### src/hw/rtl/assert_macros.svh
// Assertion macros shared by the block pool RTL.
`ifndef ASSERT_MACROS_SVH
`define ASSERT_MACROS_SVH

// Same-cycle implication, disabled during reset.
`define RZBP_ASSERT_IMPL(lbl, clk, rst, ante, cons, msg) \
  lbl: assert property (@(posedge clk) disable iff (rst) (ante) |-> (cons)) else $error(msg);

// Next-cycle implication, disabled during reset.
`define RZBP_ASSERT_NEXT(lbl, clk, rst, ante, cons, msg) \
  lbl: assert property (@(posedge clk) disable iff (rst) (ante) |=> (cons)) else $error(msg);

`endif

### src/hw/rtl/rzbp_pkg.sv
// Types and constants of the block pool.
package rzbp_pkg;

  localparam logic [2:0] FUNC_ALLOC   = 3'd0;
  localparam logic [2:0] FUNC_SHARE   = 3'd1;
  localparam logic [2:0] FUNC_RELEASE = 3'd2;
  localparam logic [2:0] FUNC_WRITE   = 3'd3;
  localparam logic [2:0] FUNC_READ    = 3'd4;

  localparam logic [2:0] ST_OK       = 3'd0;
  localparam logic [2:0] ST_INVALID  = 3'd1;
  localparam logic [2:0] ST_NOFREE   = 3'd2;
  localparam logic [2:0] ST_NORIGHT  = 3'd3;
  localparam logic [2:0] ST_OVERFLOW = 3'd4;
  localparam logic [2:0] ST_ZERO     = 3'd5;
  localparam logic [2:0] ST_WDENY    = 3'd6;
  localparam logic [2:0] ST_RBLOCK   = 3'd7;

  localparam logic [1:0] MODE_FREE    = 2'd0;
  localparam logic [1:0] MODE_WRITING = 2'd1;
  localparam logic [1:0] MODE_SHARED  = 2'd2;
  localparam logic [1:0] MODE_EVICT   = 2'd3;

  localparam logic [1:0] ROLE_PRODUCER = 2'd0;
  localparam logic [1:0] ROLE_SHARER   = 2'd2;
  localparam logic [1:0] ROLE_EVICTOR  = 2'd3;

  localparam logic [1:0] REG_BLOCKS_IN_USE   = 2'd0;
  localparam logic [1:0] REG_HIGH_ZONE_START = 2'd1;

  localparam logic [15:0] HIGH_RATE_LIMIT = 16'd10;
  localparam logic [15:0] COUNT_MAX       = 16'hFFFF;
  localparam int          TOT_W           = 9;

  // Read and write strobes of a memory port pair.
  typedef struct packed {
    logic rd;
    logic wr;
  } mem_ctl_t;

endpackage

### src/hw/rtl/rzbp_flist.sv
// Ordered free list memory; an entry never written reads as its own index.
module rzbp_flist #(
  parameter int NB = 64,
  parameter int BW = 6
) (
  input  logic              clk,
  input  logic              rst,
  input  rzbp_pkg::mem_ctl_t ctl,
  input  logic [BW-1:0]     rd_addr,
  input  logic [BW-1:0]     wr_addr,
  input  logic [BW-1:0]     wr_data,
  output logic [BW-1:0]     rd_data
);

  logic [BW-1:0] mem [NB];
  logic [NB-1:0] vld;
  logic [BW-1:0] rd_q;
  logic [BW-1:0] rd_a;
  logic          rd_ok;

  // Entry storage with registered read.
  always_ff @(posedge clk) begin
    if (ctl.wr) begin
      mem[wr_addr] <= wr_data;
    end
    if (ctl.rd) begin
      rd_q <= mem[rd_addr];
      rd_a <= rd_addr;
    end
  end

  // Written flags, cleared at reset.
  always_ff @(posedge clk) begin
    if (rst) begin
      vld   <= '0;
      rd_ok <= 1'b0;
    end else begin
      if (ctl.wr) begin
        vld[wr_addr] <= 1'b1;
      end
      if (ctl.rd) begin
        rd_ok <= vld[rd_addr];
      end
    end
  end

  assign rd_data = rd_ok ? rd_q : rd_a;

endmodule

### config.mk
export PLATFORM = sky130hd
export DESIGN_NAME = rzbp_flist
export DESIGN_NICKNAME = d
export VERILOG_FILES = /design/src/hw/rtl/assert_macros.svh /design/src/hw/rtl/rzbp_pkg.sv /design/src/hw/rtl/rzbp_flist.sv
export SDC_FILE = /design/constraint.sdc
export NUM_CORES = 1
export LEC_CHECK = 0
export ABC_CLOCK_PERIOD_IN_PS = 7800
export BUFFER_PORTS_ARGS = -buffer_cell sky130_fd_sc_hd__buf_4
export CAP_MARGIN = 20
export CORE_UTILIZATION = 40
export CTS_CLUSTER_DIAMETER = 30
export CTS_CLUSTER_SIZE = 25
export DETAILED_ROUTE_END_ITERATION = 7
export MAX_ROUTING_LAYER = met4
export PLACE_DENSITY_LB_ADDON = 0.1
export SYNTH_ARGS = -nofsm -noshare
export SYNTH_HDL_FRONTEND = slang
export SYNTH_SLANG_ARGS = --single-unit
### constraint.sdc
create_clock -name clk -period 7.8 [get_ports clk]
set_input_delay 1.56 -clock clk [delete_from_list [all_inputs] [get_ports clk]]
set_output_delay 1.56 -clock clk [all_outputs]
set_load 0.05 [all_outputs]
== Yosys cells after proc, flatten, opt, wreduce, memory -nomap -nowiden ==
Memory sizes are Yosys's and may differ from the RTL's. A register that Yosys moved wholly into a read port is not among the register bits.
Index checks and enable logic that the tools add are counted.

* Register bits after elaboration: 71
* Memory bits (writable): 384
* Input bits: 22
* Memories: 1

{| class="wikitable"
|+ Memories
! name !! depth !! bits a word !! rd ports !! clocked after Yosys merged registers in !! write ports !! line !! RTL
|-
| mem || 64 || 6 || 1 || 1 || 1 || rzbp_flist.sv:15 || <nowiki>logic [BW-1:0] mem [NB];</nowiki>
|}

* Order comparisons: 3
* Multiplexer cells: 7
* Bitwise logic cells: 1
* Reductions and logical operators: 1

{| class="wikitable"
|+ Operators with widths
! operator !! number
|-
| $or A64 B64 Y64 || 1
|-
| $lt A6 B7 Y1 const B || 2
|-
| $bmux W1 S6 || 1
|-
| $demux W1 S6 || 1
|-
| $ge A6 B1 Y1 const B || 1
|-
| $mux W6 || 1
|-
| $mux W1 || 4
|-
| $logic_and A1 B1 Y1 || 1
|}

== Depth between registers and ports, before layout ==
Gate-level depths: netlist of run 1.

* Depth after elaboration: 5
* Gate-level depth with buffers: 8

== Least setup slack after synthesis of run 1 ==
Ideal clock, no wire load.

* Kind: input to register
* From: input rd_addr[1]
* To: register rd_q[0], read port of mem (data pin)
* Setup time: 0.272 ns
* Arrival: 3.420 ns
* Path slack: 4.108 ns
* Stages: 5
* Cells stage by stage: clkbuf_1 -> buf_1 -> mux4_2 -> mux4_2 -> mux4_2

{| class="wikitable"
|+ RTL lines
! what !! line !! RTL
|-
| start, declared || rzbp_flist.sv:9 || <nowiki>input logic [BW-1:0] rd_addr,</nowiki>
|-
| end, declared || rzbp_flist.sv:17 || <nowiki>logic [BW-1:0] rd_q;</nowiki>
|}

==> flow_summary.json, run 1 <==
{
  "outcome": "complete, no violations",
  "rows": 76,
  "fin_nets": 1032,
  "hold_buffers": 0,
  "final_antenna_net_count": 0,
  "postSynthCellCount": 923,
  "worst_pin_slew_ns": 1.16,
  "fp.dieW_um": 213,
  "holdCritPathClass": "reg2reg",
  "register_area_um2": 13200,
  "fin_crit_ns": 4.05,
  "track_usage_pct": 20.7,
  "syn_area_um2": 17800,
  "worstPathRequired_ns": 8.15,
  "drive_gt1_share_pct": 32.8,
  "synth-seq-cells": 461,
  "h-tree-depth": 3,
  "fmax_mhz": 247,
  "totalWireLength_um": 43200,
  "hold_ws_ns": 0.461,
  "hold_viol_final": 0,
  "power_density_nw_per_um2": 331,
  "min_period_over_period_pct": 52.0,
  "initial_core_util_pct": 40.9,
  "die_area_um2": 45300,
  "rsz0062_at_grt": "no",
  "relSlewSlack_pct": 22.6,
  "arrival_ns": 4.41,
  "syn_nets": 945,
  "cts_resized": 0,
  "cts_buffers": 101,
  "multi_input_area_um2": 4360,
  "overflow": 0,
  "core_area_um2": 43500,
  "insertion_delay_ns": 0.62,
  "ir_drop_uv": 199,
  "io_pins": 28,
  "final-setup-viol-count": 0,
  "portBuffers": 27,
  "cap_violations": 0,
  "final.setup.tns_ns": 0,
  "setup.worst_path.end_class": "register",
  "cts_tree": "yes",
  "drt_iter0_drc": 777,
  "place_hpwl_um": 24200,
  "ctsLongestPathBuffers": 3,
  "cp-start-kind": "input pin",
  "grt_pass1_wl_um": 63600,
  "avgSynthCellArea_um2": 19.3,
  "drcViolationCount": 0,
  "routedWlPerCell_um": 25.7,
  "ys_seq_area_share_pct": 74.2,
  "clk_pin_slew_ns": 0.05,
  "synth_warnings": 0,
  "first_pass_iters": 5,
  "nFillCells": 3519,
  "area_delta_synth_final_pct": 24.4,
  "cts_num_sinks": 461,
  "finalClockSkew_ns": 0.0178,
  "diodes": 0,
  "via_count": 8975,
  "die_h_um": 213,
  "post_cts_buffers": 0,
  "cts-root-buf": "clkbuf_16",
  "ys_types": 29,
  "antenna_found_initial": 0,
  "timing_worst_setup_path_type": "in2reg",
  "slew_violations": 0,
  "critical_path.max_fanout": 60,
  "viasPerCell": 5.34,
  "gp_congestion": 0.753,
  "grt_max_degree": 67,
  "grt_pass1_vias": 9563,
  "p_leak_nw": 7.28
}
## cell type report
type                       instances  share of cell area (%)
inverter                           2                  0.0339
clock buffer                     129                    12.7
multi-input combinational        411                    19.7
clock inverter                    61                    3.34
timing repair buffer              33                    1.21
tap                              585                    3.31
sequential                       461                    59.6
## worst paths after layout
path	start	end	slack [ns]	cells after the start
hold reg to reg	vld[54]$_SDFFE_PP0P_	vld[54]$_SDFFE_PP0P_	0.46	2
setup reg to reg	mem[31][3]$_DFFE_PP_	rd_q[3]$_DFFE_PP_	5.63	4
hold / removal	vld[54]$_SDFFE_PP0P_	vld[54]$_SDFFE_PP0P_	0.46	2
setup / recovery	rd_addr[1]	rd_q[2]$_DFFE_PP_	3.75	5
## critical path, stage by stage
cell	delay, ns
buf_4	0.69
buf_4	0.69
mux4_2	0.42
mux4_2	0.52
mux4_2	0.47
## cells in the mapped netlist
| cell | count | share of area, % |
|---|---|---|
| edfxtp_1 | 396 | 67 |
| nor2_1 | 185 | 3.9 |
| mux4_2 | 134 | 17 |
| dfxtp_1 | 65 | 7.3 |
| clkbuf_1 | 26 | 0.55 |
| mux2_2 | 18 | 1.1 |
| nand2_1 | 13 | 0.27 |
| buf_2 | 10 | 0.28 |
| nand3_1 | 9 | 0.25 |
| buf_1 | 7 | 0.15 |
| nor2b_1 | 7 | 0.25 |
| nor3_1 | 7 | 0.20 |
| nand2b_1 | 6 | 0.21 |
| buf_4 | 4 | 0.17 |
| mux2i_1 | 4 | 0.23 |
| o21ai_1 | 4 | 0.11 |
| o21ba_2 | 4 | 0.23 |
| o22ai_1 | 4 | 0.14 |
| a22oi_1 | 2 | 0.084 |
| a31oi_1 | 2 | 0.070 |
| buf_6 | 2 | 0.13 |
| inv_1 | 2 | 0.042 |
| nand3b_1 | 2 | 0.084 |
| nand4_1 | 2 | 0.070 |
| nor4_1 | 2 | 0.070 |
| o21ai_0 | 2 | 0.056 |
| o41ai_1 | 2 | 0.099 |
| and2_1 | 1 | 0.035 |
| or3_1 | 1 | 0.035 |
## metrics by stage
step / area (µm²) / cells / setup slack, ns / power [W] / utilization [%]
after floorplan: 17800 / 923 / 4.11 / 0.00292 / -
after global placement: 18600 / 1491 / 3.13 / 0.00302 / 42.7
after detailed placement: 18600 / 1491 / 3.10 / 0.00302 / 42.7
after CTS: 22100 / 1681 / 3.75 / 0.00739 / 50.9
after global routing: 22100 / 1682 / 3.66 / 0.00752 / 50.9
final: 22100 / 1682 / 3.75 / 0.00732 / 50.9
## cells in the final DEF (no fill, tap or decap), types with 4 or more instances in the layout
cell	n
mux4_2	134
nor2b_1	7
edfxtp_1	396
clkinv_4	4
nand2b_1	6
nor3_1	6
o22ai_1	4
clkbuf_8	8
bufinv_16	14
mux2_2	18
clkinv_2	18
nor2_1	185
inv_6	5
o21ba_2	4
clkbuf_1	15
clkinvlp_4	13
nand2_1	13
clkbuf_16	106
o21ai_1	4
clkinv_1	5
buf_4	30
nand3_1	9
dfxtp_1	65
mux2i_1	4
## state kept, by name (all words and copies together), names as in the netlist
register / cells
mem: 384
rd_ok: 1
vld: 64
rd_q: 6
rd_a: 6
## report_power, final
| group | switching (W) | internal (W) | leakage [nW] |
|---|---|---|---|
| clock | 0.00134 | 0.00300 | 1.71 |
| combinational | 0.000160 | 0.000101 | 1.47 |
| sequential | 0.00000672 | 0.00271 | 4.10 |
## metal layers
layer	GRT usage, %	vias to the layer above	part of all wire, %
li1	-	3898	-
met1	28.2	4706	45
met2	30.5	282	46
met3	4.79	89	5.4
met4	7.81	0	2.8
met5	-	-	0
## cell families after synthesis
group / share of synthesized area, %
buf+inv: 1.32
mux: 18.3
flops: 74.2
simple gates: 5.38
compound gates: 0.788
Note: power is estimated with default switching activity, not from simulation.
==> run 2, diff against run 1 <==
Settings changed: ABC_CLOCK_PERIOD_IN_PS 7800 to 3650.
Clock period 7.8 ns to 3.65 ns, I/O delays scaled along.
==> run 2 against run 1 <==
Effect of this change:
- worst setup slack got worse by 2.7 ns
- global-route usage rose by 0.35 points
- combinational power grew 120%
- total power is 120% higher
- sequential cell count did not move
- utilization grew 0.96 points
- clock skew up 0.0040 ns
- sequential power up 110%
- register-to-register slack got worse by 4.2 ns
- critical path type unchanged
- largest power group unchanged
- highest routed layer unchanged
==> flow_summary.json, run 2 (same netlist as run 1, synthesis figures left out) <==
{
  "p_leak_nw": 7.54,
  "initial_core_util_pct": 40.9,
  "outcome": "complete, no violations",
  "cts_resized": 0,
  "fin_nets": 1074,
  "die_area_um2": 45300,
  "layout_common_cells": "edfxtp_1 (396), nor2_1 (185), mux4_2 (134)",
  "cap_violations": 0,
  "slew_violations": 0,
  "cts_tree": "yes",
  "final.setup.tns_ns": 0,
  "top_register": "mem",
  "r2r_end": "rd_q[5]$_DFFE_PP_",
  "holdCritPathClass": "reg2reg",
  "path_delay_family": "multiplexers",
  "setup.worst_path.end_class": "register",
  "first_pass_iters": 7,
  "min_period_over_period_pct": 71.8,
  "viasPerCell": 5.36,
  "portBuffers": 27,
  "numPlacedInstances": 1534,
  "critical_path.max_fanout": 19,
  "final_antenna_net_count": 0,
  "totalWireLength_um": 44100,
  "fmax_mhz": 382,
  "clk_pin_slew_ns": 0.04,
  "h-tree-depth": 3,
  "ir_drop_uv": 437,
  "track_usage_pct": 21.1,
  "fin_cells": 1726,
  "gp_congestion": 0.778,
  "largest_reg_flops": 384,
  "area_delta_synth_final_pct": 26.7,
  "arrival_ns": 2.97,
  "hold_viol_final": 0,
  "cpMostUsedCell": "mux4_2",
  "power_density_nw_per_um2": 699,
  "timing_worst_setup_path_type": "in2reg",
  "relSlewSlack_pct": 39.1,
  "drt_iter0_drc": 758,
  "insertion_delay_ns": 0.63,
  "grt_pass1_wl_um": 65000,
  "grt_max_degree": 67,
  "fp.dieW_um": 213,
  "largestRegisters": "mem (384), vld (64)",
  "routedWlPerCell_um": 25.5,
  "core_area_um2": 43500,
  "rsz0062_at_grt": "no",
  "hold_path_depth": 2,
  "hp-start": "vld[9]$_SDFFE_PP0P_",
  "fin_crit_ns": 2.62,
  "drive_gt1_share_pct": 35.7,
  "ctsLongestPathBuffers": 3,
  "post_cts_buffers": 0,
  "cts-root-buf": "clkbuf_16",
  "cp-start-kind": "input pin",
  "worst_pin_slew_ns": 0.910,
  "cts_num_sinks": 461,
  "nFillCells": 3498,
  "diodes": 0,
  "cpPeakStageDelay_ns": 0.56,
  "via_count": 9251,
  "cts_buffers": 101,
  "hold-path-endpoint": "vld[9]$_SDFFE_PP0P_",
  "finalClockSkew_ns": 0.0218,
  "final_common_cell": "edfxtp_1",
  "path_depth": 7,
  "crit_chain": "buf_6 -> buf_12 -> buf_4 -> mux4_2 -> mux4_2 -> mux2i_1 -> o21ai_1",
  "post-route-util_pct": 51.9,
  "die_h_um": 213,
  "rows": 76,
  "register_area_um2": 13200,
  "overflow": 0,
  "io_pins": 28,
  "r2r_slack_ns": 1.42,
  "worstPathBufferInverterCount": 3,
  "grt_pass1_vias": 9512,
  "multi_input_area_um2": 4360,
  "r2r_start": "mem[26][5]$_DFFE_PP_",
  "hold_buffers": 0,
  "place_hpwl_um": 26200,
  "reg2reg_depth": 4,
  "antenna_found_initial": 0,
  "final-setup-viol-count": 0,
  "worstPathRequired_ns": 4.00,
  "drcViolationCount": 0,
  "crit_slowest_cell": "mux4_2"
}
-- run 2: cell types whose count changed in the layout (fill, tap and decap cells not counted), sizes merged --
cell	delta
clkbuf	-3
clkinv	-2
clkinvlp	-2
inv	+9
buf	+42
-- run 2: per-layer routing --
layer  up-vias  global-route usage [%]  wire length [µm]
met5         -                       -                 0
met3        74                    5.02              2590
met2       309                    31.5             20900
met1      4874                    28.6             19600
li1       3994                       -                 -
met4         0                    6.57               945
-- run 2: final cells by class --
| class | count | share of cell area, % |
|---|---|---|
| flip-flops and latches | 461 | 58.5 |
| clock inverters | 66 | 3.75 |
| repair buffers | 75 | 2.85 |
| multi-input cells | 411 | 19.4 |
| well taps | 585 | 3.25 |
| inverters | 2 | 0.0333 |
| clock buffers | 126 | 12.2 |
-- run 2: worst max path at each step --
| stage | start | to | slack, ns |
|---|---|---|---|
| 2_1_floorplan | rd_addr[1] | rd_q[0]$_DFFE_PP_ | 0.79 |
| 3_3_place_gp | rd_addr[0] | rd_q[5]$_DFFE_PP_ | 0.33 |
| 3_5_place_dp | rd_addr[0] | rd_q[5]$_DFFE_PP_ | 0.37 |
| 4_1_cts | rd_ok$_SDFFE_PP0P_ | rd_data[0] | 1.02 |
| 5_1_grt | rd_ok$_SDFFE_PP0P_ | rd_data[0] | 0.98 |
| 6_report | rd_addr[0] | rd_q[5]$_DFFE_PP_ | 1.03 |
-- run 2: metrics by stage --
| step | hold slack, ns | power (W) | area [µm²] | worst slack, ns |
|---|---|---|---|---|
| final | 0.461 | 0.0158 | 22500 | 1.03 |
| after global routing | 0.463 | 0.0162 | 22500 | 0.983 |
| after detailed placement | 0.457 | 0.00649 | 18900 | 0.374 |
| after CTS | 0.460 | 0.0159 | 22500 | 1.02 |
| after floorplan | 0.435 | 0.00623 | 17800 | 0.788 |
| after global placement | 0.444 | 0.00649 | 18900 | 0.325 |
-- run 2: worst reg2reg max path, delay by kind of cell (launching register included) --
kind           cells  cell delay (ns)
multiplexers       3             1.46
AO/OA/AOI/OAI      1             0.12
flip-flops         1             0.37
-- run 2: report_power, final --
group,switching (W),internal [W]
registers,0.0000156,0.00578
clock network,0.00299,0.00639
logic,0.000356,0.000231
